<file path="src/rtl/rmv_pkg.sv">
// Shared types and constants for the running mean and variance block.
package rmv_pkg;

    // Default parameter values
    localparam int SAMPLE_BITS_DEF = 16;
    localparam int COUNT_BITS_DEF  = 24;
    localparam int MAX_BLOCK_DEF   = 4096;

    // Block size register
    localparam int                CFG_W          = 13;
    localparam logic [CFG_W-1:0] BLOCK_SIZE_RST = CFG_W'(1);

    // Fractional bits of the results
    localparam int FRAC_MEAN = 8;
    localparam int FRAC_VAR  = 16;

    // Controller states
    typedef enum logic [2:0] {
        ST_IDLE,
        ST_ACC,
        ST_START_M,
        ST_RUN_M,
        ST_START_V,
        ST_RUN_V,
        ST_SQR,
        ST_HOLD
    } t_state;

    // Commands from controller to datapath
    typedef struct packed {
        logic accept;       // capture the input sample
        logic accumulate;   // update sums, count and block position
        logic start_mean;   // load divider with the mean division
        logic start_var;    // load divider with the second-moment division
        logic take_mean;    // capture mean quotient
        logic take_var;     // capture second-moment quotient
        logic square;       // square the mean magnitude
        logic load_out;     // load the output register
    } t_cmd;

    // Status from datapath to controller
    typedef struct packed {
        logic emit;         // this sample closes a block
        logic div_busy;     // divider still iterating
    } t_status;

endpackage

</file>
<file path="src/rtl/running_mean_variance.sv">
// Non-emitting sample: capture, then accumulate. Emitting sample: capture, accumulate, then
// the shared one-bit-per-cycle divider runs SAMPLE_BITS+8 steps for the mean and
// 2*SAMPLE_BITS+15 for the second moment, then squaring and the load of the output register.
// One sample in flight at a time; a finished result waits in the output register while the
// next samples are taken. Synchronous active-low reset clears sums, count, overflow flag and
// block position and sets block_size to 1; no clearing pass.
module running_mean_variance #(
    parameter int SAMPLE_BITS = rmv_pkg::SAMPLE_BITS_DEF,
    parameter int COUNT_BITS  = rmv_pkg::COUNT_BITS_DEF,
    parameter int MAX_BLOCK   = rmv_pkg::MAX_BLOCK_DEF
) (
    input  logic                            i_clk,
    input  logic                            i_rst_n,
    input  logic                            i_cfg_we,
    input  logic [rmv_pkg::CFG_W-1:0]       i_cfg_data,
    input  logic                            i_valid,
    output logic                            o_ready,
    input  logic signed [SAMPLE_BITS-1:0]   i_sample,
    output logic                            o_valid,
    input  logic                            i_ready,
    output logic signed [SAMPLE_BITS+7:0]   o_mean_q8,
    output logic [2*SAMPLE_BITS+14:0]       o_variance_q16,
    output logic [COUNT_BITS-1:0]           o_sample_count,
    output logic                            o_overflow
);
    import rmv_pkg::*;

    t_cmd    w_cmd;
    t_status w_status;

    rmv_ctrl u_ctrl (
        .i_clk    (i_clk),
        .i_rst_n  (i_rst_n),
        .i_valid  (i_valid),
        .o_ready  (o_ready),
        .o_valid  (o_valid),
        .i_ready  (i_ready),
        .i_status (w_status),
        .o_cmd    (w_cmd)
    );

    rmv_dpath #(
        .SAMPLE_BITS (SAMPLE_BITS),
        .COUNT_BITS  (COUNT_BITS),
        .MAX_BLOCK   (MAX_BLOCK)
    ) u_dpath (
        .i_clk          (i_clk),
        .i_rst_n        (i_rst_n),
        .i_cmd          (w_cmd),
        .o_status       (w_status),
        .i_cfg_we       (i_cfg_we),
        .i_cfg_data     (i_cfg_data),
        .i_sample       (i_sample),
        .o_mean_q8      (o_mean_q8),
        .o_variance_q16 (o_variance_q16),
        .o_sample_count (o_sample_count),
        .o_overflow     (o_overflow)
    );

endmodule

</file>
<file path="src/rtl/rmv_div.sv">
// Restoring divider, one quotient bit per cycle, quotient known to fit the step count.
module rmv_div #(
    parameter int DVD_W  = 70,
    parameter int Q_W    = 47,
    parameter int STEP_W = 6
) (
    input  logic              i_clk,
    input  logic              i_rst_n,
    input  logic              i_start,
    input  logic [DVD_W-1:0]  i_dividend,
    input  logic [DVD_W-1:0]  i_divisor,   // divisor already shifted to the top quotient bit
    input  logic [STEP_W-1:0] i_steps,
    output logic              o_busy,
    output logic [Q_W-1:0]    o_quotient
);

    logic              r_busy, n_busy;
    logic [DVD_W-1:0]  r_rem, n_rem;
    logic [DVD_W-1:0]  r_dsr, n_dsr;
    logic [Q_W-1:0]    r_quo, n_quo;
    logic [STEP_W-1:0] r_cnt, n_cnt;
    logic              w_ge;

    assign w_ge = (r_rem >= r_dsr);

    // Load on start, then subtract-and-shift each cycle
    always_comb begin
        n_busy = r_busy;
        n_rem  = r_rem;
        n_dsr  = r_dsr;
        n_quo  = r_quo;
        n_cnt  = r_cnt;
        if (i_start) begin
            n_busy = 1'b1;
            n_rem  = i_dividend;
            n_dsr  = i_divisor;
            n_quo  = '0;
            n_cnt  = i_steps;
        end else if (r_busy) begin
            if (w_ge) begin
                n_rem = r_rem - r_dsr;
            end
            n_quo = {r_quo[Q_W-2:0], w_ge};
            n_dsr = r_dsr >> 1;
            n_cnt = r_cnt - STEP_W'(1);
            if (r_cnt == STEP_W'(1)) begin
                n_busy = 1'b0;
            end
        end
    end

    always_ff @(posedge i_clk) begin
        if (!i_rst_n) begin
            r_busy <= 1'b0;
        end else begin
            r_busy <= n_busy;
        end
    end

    always_ff @(posedge i_clk) begin
        r_rem <= n_rem;
        r_dsr <= n_dsr;
        r_quo <= n_quo;
        r_cnt <= n_cnt;
    end

    assign o_busy     = r_busy;
    assign o_quotient = r_quo;

endmodule

</file>
<file path="src/rtl/rmv_dpath.sv">
// Datapath: accumulators, block position, shared divider, squarer and output register.
module rmv_dpath #(
    parameter int SAMPLE_BITS = 16,
    parameter int COUNT_BITS  = 24,
    parameter int MAX_BLOCK   = 4096
) (
    input  logic                                i_clk,
    input  logic                                i_rst_n,
    input  rmv_pkg::t_cmd                       i_cmd,
    output rmv_pkg::t_status                    o_status,
    input  logic                                i_cfg_we,
    input  logic [rmv_pkg::CFG_W-1:0]           i_cfg_data,
    input  logic signed [SAMPLE_BITS-1:0]       i_sample,
    output logic signed [SAMPLE_BITS+7:0]       o_mean_q8,
    output logic [2*SAMPLE_BITS+14:0]           o_variance_q16,
    output logic [COUNT_BITS-1:0]               o_sample_count,
    output logic                                o_overflow
);
    import rmv_pkg::*;

    localparam int SUM_W  = SAMPLE_BITS + COUNT_BITS;
    localparam int SQ_W   = 2 * SAMPLE_BITS + COUNT_BITS - 2;
    localparam int MEAN_W = SAMPLE_BITS + FRAC_MEAN;
    localparam int VAR_W  = 2 * SAMPLE_BITS - 1 + FRAC_VAR;
    localparam int DVD_W  = SQ_W + FRAC_VAR;
    localparam int STEP_W = $clog2(VAR_W + 1);
    localparam int POS_W  = $clog2(MAX_BLOCK + 1);

    // Accumulator state
    logic signed [SUM_W-1:0]       r_sum;
    logic [SQ_W-1:0]               r_sumsq;
    logic [COUNT_BITS-1:0]         r_count;
    logic [POS_W-1:0]              r_pos;
    logic                          r_ovf;
    logic [CFG_W-1:0]              r_cfg;
    logic signed [SAMPLE_BITS-1:0] r_smp;

    // Result pipeline
    logic [MEAN_W-1:0]   r_qmean;
    logic [VAR_W-1:0]    r_a;
    logic [2*MEAN_W-1:0] r_m2;

    logic signed [2*SAMPLE_BITS-1:0] w_sq;
    logic                            w_full;
    logic [POS_W-1:0]                w_eff;
    logic [POS_W-1:0]                w_pos_inc;
    logic                            w_emit;
    logic [SUM_W-1:0]                w_mag;
    logic [DVD_W-1:0]                w_dvd;
    logic [DVD_W-1:0]                w_dsr;
    logic [STEP_W-1:0]               w_steps;
    logic                            w_div_busy;
    logic [VAR_W-1:0]                w_quo;
    logic [MEAN_W-1:0]               w_mean;
    logic [VAR_W-1:0]                w_var;
    logic                            w_cnt_zero;

    // Effective block size: zero reads as one, large values saturate
    always_comb begin
        if (r_cfg == '0) begin
            w_eff = POS_W'(1);
        end else if (32'(r_cfg) > 32'(MAX_BLOCK)) begin
            w_eff = POS_W'(MAX_BLOCK);
        end else begin
            w_eff = POS_W'(r_cfg);
        end
    end

    assign w_pos_inc = r_pos + POS_W'(1);
    assign w_emit    = (w_pos_inc >= w_eff);
    assign w_sq      = r_smp * r_smp;
    assign w_full    = &r_count;

    // Config register
    always_ff @(posedge i_clk) begin
        if (!i_rst_n) begin
            r_cfg <= BLOCK_SIZE_RST;
        end else if (i_cfg_we) begin
            r_cfg <= i_cfg_data;
        end
    end

    // Sample capture
    always_ff @(posedge i_clk) begin
        if (i_cmd.accept) begin
            r_smp <= i_sample;
        end
    end

    // Running sums, count, overflow flag and block position
    always_ff @(posedge i_clk) begin
        if (!i_rst_n) begin
            r_sum   <= '0;
            r_sumsq <= '0;
            r_count <= '0;
            r_pos   <= '0;
            r_ovf   <= 1'b0;
        end else if (i_cmd.accumulate) begin
            if (w_full) begin
                r_ovf <= 1'b1;
            end else begin
                r_sum   <= r_sum + SUM_W'(r_smp);
                r_sumsq <= r_sumsq + SQ_W'($unsigned(w_sq));
                r_count <= r_count + COUNT_BITS'(1);
            end
            r_pos <= w_emit ? '0 : w_pos_inc;
        end
    end

    // Divider operands: |sum|<<8 / n or sumsq<<16 / n
    assign w_mag = r_sum[SUM_W-1] ? SUM_W'(-r_sum) : SUM_W'(r_sum);

    always_comb begin
        if (i_cmd.start_var) begin
            w_dvd   = DVD_W'(r_sumsq) << FRAC_VAR;
            w_dsr   = DVD_W'(r_count) << (VAR_W - 1);
            w_steps = STEP_W'(VAR_W);
        end else begin
            w_dvd   = DVD_W'(w_mag) << FRAC_MEAN;
            w_dsr   = DVD_W'(r_count) << (MEAN_W - 1);
            w_steps = STEP_W'(MEAN_W);
        end
    end

    rmv_div #(
        .DVD_W  (DVD_W),
        .Q_W    (VAR_W),
        .STEP_W (STEP_W)
    ) u_div (
        .i_clk      (i_clk),
        .i_rst_n    (i_rst_n),
        .i_start    (i_cmd.start_mean | i_cmd.start_var),
        .i_dividend (w_dvd),
        .i_divisor  (w_dsr),
        .i_steps    (w_steps),
        .o_busy     (w_div_busy),
        .o_quotient (w_quo)
    );

    // Quotient capture and squaring of the mean magnitude
    always_ff @(posedge i_clk) begin
        if (i_cmd.take_mean) begin
            r_qmean <= w_quo[MEAN_W-1:0];
        end
        if (i_cmd.take_var) begin
            r_a <= w_quo;
        end
        if (i_cmd.square) begin
            r_m2 <= r_qmean * r_qmean;
        end
    end

    // Final sign, variance subtract with clamp at zero
    assign w_cnt_zero = (r_count == '0);
    assign w_mean     = r_sum[SUM_W-1] ? MEAN_W'(-r_qmean) : r_qmean;
    assign w_var      = ((2*MEAN_W)'(r_a) > r_m2) ? (r_a - VAR_W'(r_m2)) : '0;

    // Output register
    always_ff @(posedge i_clk) begin
        if (i_cmd.load_out) begin
            o_mean_q8      <= w_cnt_zero ? '0 : $signed(w_mean);
            o_variance_q16 <= w_cnt_zero ? '0 : w_var;
            o_sample_count <= r_count;
            o_overflow     <= r_ovf;
        end
    end

    assign o_status.emit     = w_emit;
    assign o_status.div_busy = w_div_busy;

endmodule

</file>
<file path="src/rtl/rmv_ctrl.sv">
// Controller state machine: sequences accumulation, divisions, squaring and output handoff.
module rmv_ctrl (
    input  logic              i_clk,
    input  logic              i_rst_n,
    input  logic              i_valid,
    output logic              o_ready,
    output logic              o_valid,
    input  logic              i_ready,
    input  rmv_pkg::t_status  i_status,
    output rmv_pkg::t_cmd     o_cmd
);
    import rmv_pkg::*;

    t_state r_state, n_state;
    logic   r_out_valid, n_out_valid;
    logic   w_out_free;

    assign w_out_free = !r_out_valid || i_ready;

    always_ff @(posedge i_clk) begin
        if (!i_rst_n) begin
            r_state     <= ST_IDLE;
            r_out_valid <= 1'b0;
        end else begin
            r_state     <= n_state;
            r_out_valid <= n_out_valid;
        end
    end

    // Next state and commands
    always_comb begin
        n_state = r_state;
        o_cmd   = '0;
        o_ready = 1'b0;
        case (r_state)
            ST_IDLE: begin
                o_ready = 1'b1;
                if (i_valid) begin
                    o_cmd.accept = 1'b1;
                    n_state      = ST_ACC;
                end
            end
            ST_ACC: begin
                o_cmd.accumulate = 1'b1;
                n_state = i_status.emit ? ST_START_M : ST_IDLE;
            end
            ST_START_M: begin
                o_cmd.start_mean = 1'b1;
                n_state = ST_RUN_M;
            end
            ST_RUN_M: begin
                if (!i_status.div_busy) begin
                    o_cmd.take_mean = 1'b1;
                    n_state = ST_START_V;
                end
            end
            ST_START_V: begin
                o_cmd.start_var = 1'b1;
                n_state = ST_RUN_V;
            end
            ST_RUN_V: begin
                if (!i_status.div_busy) begin
                    o_cmd.take_var = 1'b1;
                    n_state = ST_SQR;
                end
            end
            ST_SQR: begin
                o_cmd.square = 1'b1;
                n_state = ST_HOLD;
            end
            ST_HOLD: begin
                if (w_out_free) begin
                    o_cmd.load_out = 1'b1;
                    n_state = ST_IDLE;
                end
            end
            default: begin
                n_state = ST_IDLE;
            end
        endcase
    end

    // Output valid: set on load, cleared when the transaction completes
    always_comb begin
        if (o_cmd.load_out) begin
            n_out_valid = 1'b1;
        end else if (i_ready) begin
            n_out_valid = 1'b0;
        end else begin
            n_out_valid = r_out_valid;
        end
    end

    assign o_valid = r_out_valid;

endmodule

</file>
<file path="config.mk">
export PLATFORM = sky130hd
export DESIGN_NAME = running_mean_variance
export DESIGN_NICKNAME = d
export VERILOG_FILES = /design/src/rtl/rmv_pkg.sv /design/src/rtl/running_mean_variance.sv /design/src/rtl/rmv_div.sv /design/src/rtl/rmv_dpath.sv /design/src/rtl/rmv_ctrl.sv
export SDC_FILE = /design/constraint.sdc
export NUM_CORES = 2
export LEC_CHECK = 0
export BUFFER_PORTS_ARGS = -buffer_cell sky130_fd_sc_hd__buf_2
export CAP_MARGIN = 20
export CORE_MARGIN = 5
export CORE_UTILIZATION = 59
export CTS_BUF_LIST = sky130_fd_sc_hd__clkbuf_8 sky130_fd_sc_hd__clkbuf_16
export DETAILED_ROUTE_END_ITERATION = 16
export PLACE_DENSITY_LB_ADDON = 0.1
export SLEW_MARGIN = 20
export SYNTH_ARGS = -nofsm -noshare
export SYNTH_HDL_FRONTEND = slang
export SYNTH_SLANG_ARGS = --single-unit
</file>
<file path="constraint.sdc">
create_clock -name i_clk -period 8.1 [get_ports i_clk]
set_input_delay 0.405 -clock i_clk [delete_from_list [all_inputs] [get_ports i_clk]]
set_output_delay 0.405 -clock i_clk [all_outputs]
set_load 0.05 [all_outputs]
</file>
== Word level (Yosys, flattened, before mapping) ==
Cells that the tools add are included.
Widths: inputs -> output; s select.

* Register bits after elaboration: 574
* Bits of input ports: 34
* Output and inout port bits: 98

* $add $sub $neg: 9
* Multipliers: 2
* $lt $le $gt $ge: 4
* Eq/ne operators: 12
* Muxes and demuxes: 38
* Bitwise logic cells: 3
* Reductions and logical operators: 14

{| class="wikitable"
|+ Operator list
! kind !! number
|-
| $mux 70 || 7
|-
| $ge 70x70->1 || 1
|-
| $sub 70x70->70 || 1
|-
| $add 54x32->54 || 1
|-
| $gt 47x48->1 || 1
|-
| $mul 24x24->48 || 1
|-
| $sub 47x47->47 || 1
|-
| $add 40x16->40 || 1
|-
| $mux 40 || 1
|-
| $neg 40->40 || 1
|-
| $mux 13 || 3
|-
| $mul 16x16->32 || 1
|-
| $reduce_and 25->1 || 1
|-
| $add 24x1->24 const B || 1
|-
| $logic_not 24->1 || 1
|-
| $mux 24 || 1
|-
| $neg 24->24 || 1
|-
| $pmux 3 s8 || 1
|-
| $reduce_and 24->1 || 1
|-
| $mux 6 || 3
|-
| $mux 1 || 17
|-
| $add 13x1->13 const B || 1
|-
| $ge 13x13->1 || 1
|-
| $gt 13x13->1 const B || 1
|-
| other kinds (19) || 32
|}

== Logic depth before layout (Yosys ltp) ==
* Depth after elaboration: 6
* Mapped depth: 39
* Mapped depth without buffers: 36

== Cells and area by module ==
From an unflattened synthesis, not the netlist that was laid out.

* Cells, all modules: 6,444
* Area, all modules: 59,458.3 µm²

{| class="wikitable"
|+ By module, submodules not included
! module !! instances !! cells each !! area an instance (µm²)
|-
| rmv_dpath || 1 || 5,041 || 46,786.1
|-
| rmv_div || 1 || 1,370 || 12,364.4
|-
| rmv_ctrl || 1 || 33 || 307.8
|}

== Worst setup path after synthesis ==
Ideal clock, no wire load.

* Path kind: register to register
* From: reg u_dpath.r_smp[15]
* To: reg u_dpath.r_sumsq[46]
* Library setup time: 0.070 ns
* Arrival: 8.115 ns
* Required time: 8.030 ns
* Setup slack: -0.085 ns
* Cell stages (with the launch flop): 32
* Period minus slack after synthesis: 8.185 ns
* Cells stage by stage: edfxtp_1 clkbuf_1 clkbuf_1 nand2_1 fa_1 inv_1 fa_1 fa_1 fa_1 fa_1 inv_1 fa_1 inv_1 ha_1 nand4_1 or2_2 o21bai_1 o211ai_1 nor2_1 o21bai_1 a21oi_1 xnor2_1 ha_1 nand3_1 nor4_1 nand4_1 a21oi_1 a21oi_1 a311o_1 clkbuf_1 or3_1 a21oi_1

* Longest elaborated chain between the ends: 2

{| class="wikitable"
|+ Ends and longest elaborated chain
! element !! line !! source
|-
| from (decl) || rmv_dpath.sv:36 || <nowiki>logic signed [SAMPLE_BITS-1:0] r_smp;</nowiki>
|-
| from (signal assigned) || rmv_dpath.sv:86 || <nowiki>r_smp <= i_sample;</nowiki>
|-
| $mul 16x16->32 || rmv_dpath.sv:71 || <nowiki>assign w_sq = r_smp * r_smp;</nowiki>
|-
| $add 54x32->54 || rmv_dpath.sv:103 || <nowiki>r_sumsq <= r_sumsq + SQ_W'($unsigned(w_sq));</nowiki>
|-
| to (signal assigned) || rmv_dpath.sv:103 ||
|-
| to (decl) || rmv_dpath.sv:31 || <nowiki>logic [SQ_W-1:0] r_sumsq;</nowiki>
|}

Every way passes these cells.
A chain may end at the register's enable or synchronous reset.

== Final worst setup path ==
* From: reg u_dpath.r_smp[2]
* To: reg u_dpath.r_sumsq[47]

The elaborated chain is that of the path after synthesis.

==> results.cfg <==
[status]
status = finished with violations
violations = setup timing

[floorplanning]
die_h_um = 323
initial_core_util_pct = 59.6
core_um2 = 97000
die_w_um = 323
rows = 114
ios = 132
dieArea_um2 = 104000

[synthesis]
synth_warnings = 0
ys_seq_area_share_pct = 26.4
postSynthAreaPerCell_um2 = 9.42
synth_top_area_share_pct = 22.9
async_reset_ff_share_pct = 0
syn_nets = 7309
ys_types = 88
syn_area_um2 = 57800
synth_flop_cell = edfxtp_1
synth.area.top_cells = fa_1 (23%), edfxtp_1 (20%), ha_1 (10%), dfxtp_1 (6.8%), inv_1 (6.2%)
ys_ff_latch = 573
yosys.area.top_type = fa_1
synth_edf_count = 376
syn_inst = 6139

[sta]
skew_ps = 30.4
fin_ws_ps = -81.0
hold_viol = 0
min_period_over_period_pct = 101
rsz0062_at_grt = true
tns_ps = -204
max-slew-margin-rel_pct = 26.3
setup_violations = 7
holdWs_ps = 36.8
worst_pin_slew_ps = 1110
post-route-min-period_ps = 8180
slew_viol_final = 0
fmax_mhz = 122

[critical_path]
critPathArrivalTime_ps = 8750
cpPeakStageDelay_ps = 540
cp-start-kind = flip-flop
worstPathRequired_ps = 8670
cp_slowest_cell = fa_2
endpoint_kind = flip-flop
crit_fanout = 5
timing.critical_path.mode_cell = buf_4
path_class = flip-flop to flip-flop

[placement]
dp_cells = 7539
routabilityCongestion = 0.920
place_area_um2 = 61100
hpwl_um = 119000
port_buffers = 131

[layout]
finalInstanceArea_um2 = 64500
final_common_cell = inv_1
area_delta_synth_final_pct = 11.6
num-nets-final = 7585
final_cell_mix = inv_1 (967), fa_1 (658), nand2_1 (556)
instances_no_fill = 7748
drive_above_1_share_pct = 10.4
fillers = 7883

[clocking]
clk_latency_ps = 650
clk_path_buf_depth = 3
htree_levels = 3
tritoncts = built
clockRootBuffer = clkbuf_16
cts.sinks = 573
cts.reportedPaths.clkPinSlew_ps = 60
numCtsBuffers = 67

[route]
routedWlPerCell_um = 19.7
via_count = 44220
drtAntennaViolNets = 0
wl_um = 152000
via_per_inst = 5.71
drc = 0
drt-pass1-iter-count = 6
drtIter0Drc = 3070

[hold_path]
min_path_type = input port to flip-flop

[global_route]
grt_util_all_layers_pct = 29.5
grt_pass1_wl_um = 245000
grt_pass1_vias = 45684
grt_antenna_before_repair = 3
overflow = 0
grt_max_degree = 82

[run]
maxCapViolCount = 0
## registers in the layout (all words and copies together) (netlist names), 3 cells and up
name and flops:
u_dpath.r_qmean 24, u_dpath.u_div.o_quotient 47, u_dpath.o_sample_count 24, u_ctrl.r_state 3
u_dpath.u_div.r_rem 70, u_dpath.r_sum 40, u_dpath.r_pos 13, u_dpath.r_sumsq 54
u_dpath.r_a 47, u_dpath.o_variance_q16 47, u_dpath.r_cfg 13, u_dpath.o_mean_q8 24
u_dpath.r_smp 16, u_dpath.u_div.r_cnt 6, u_dpath.u_div.r_dsr 70, u_dpath.r_m2 47
u_dpath.r_count 24
## synth_stat cells (29+ instances only)
cell and instances:
a211oi_1 35, mux2i_1 68, and2_1 199, dfxtp_1 197
nor3_1 45, ha_1 474, o21ai_0 271, a31oi_1 29
o21bai_1 39, xor2_1 128, nand2b_1 43, nor2b_1 38
a21oi_1 349, nor2_1 403, nand3_1 93, nand4_1 63
inv_1 957, or3_1 37, o31ai_1 40, xnor2_1 211
and3_1 54, nand2_1 567, o21a_1 36, clkbuf_1 219
a21o_1 160, fa_1 662, edfxtp_1 376
## metrics by stage
step           utilization [%]  setup slack [ps]
6_report                  66.5             -81.0
5_1_grt                   66.5              -389
4_1_cts                   65.8            -0.232
3_5_place_dp              63.0              -194
3_3_place_gp              63.0             -73.6
2_1_floorplan                -              31.5
## layer usage
metal	vias up	GRT usage [%]	routed length, um
met1	21561	38.0	61600
met2	1363	51.6	75000
met5	-	0	13
li1	20958	-	-
met3	336	3.51	8480
met4	2	11.4	7210
## cells by family (layout without fill, tap and decap cells)
group	count (synthesis)	count (layout)	share of synthesized area (%)
fa+ha+maj	1136	1136	33.2
buf+inv	1218	1549	8.00
flops	573	573	26.4
mux	71	71	1.24
other cells	0	2	0
simple gates	1647	1647	13.6
compound gates	1155	1155	12.5
xor+xnor	339	339	5.14
## repair_timing
item	CTS	global route
buffers inserted	15	36
endpoints found under the hold margin	28	0
hold buffers	28	0
gates resized for setup	21	105
endpoints found under the setup margin	22	35
gates cloned	1	5
pin swaps	11	77
## critical path: cells and delay by family (launching register included)
family          cells  cell delay, ps
simple gates       10            1490
xor+xnor            1             120
buf+inv            11            1180
compound gates      8            1270
flops               1             440
fa+ha+maj           8            3590
## final timing paths
path / cells after the start / startpoint / slack [ps] / endpoint
worst max register to register: 38 / u_dpath.r_smp[2] / -80 / u_dpath.r_sumsq[47]
worst min-delay path: 3 / i_cfg_data[7] / 40 / u_dpath.r_cfg[7]
worst max-delay path: 38 / u_dpath.r_smp[2] / -80 / u_dpath.r_sumsq[47]
worst min register to register: 0 / u_dpath.u_div.o_quotient[46] / 430 / u_dpath.r_a[46]
## final cells by class
cell class                 instances  area [um^2]  share of cell area [%]
clock buffer                      70         1720                    2.66
antenna                            2         5.00                 0.00775
sequential                       573        15200                    23.6
tap                             1276         1600                    2.47
inverter                         969         3640                    5.64
timing repair buffer             456         3440                    5.33
multi-input combinational       4348        38400                    59.5
clock inverter                    54          482                   0.746
Power is not shown: default switching activity piles up to over one toggle a cycle in this logic, so the estimate is an artifact.
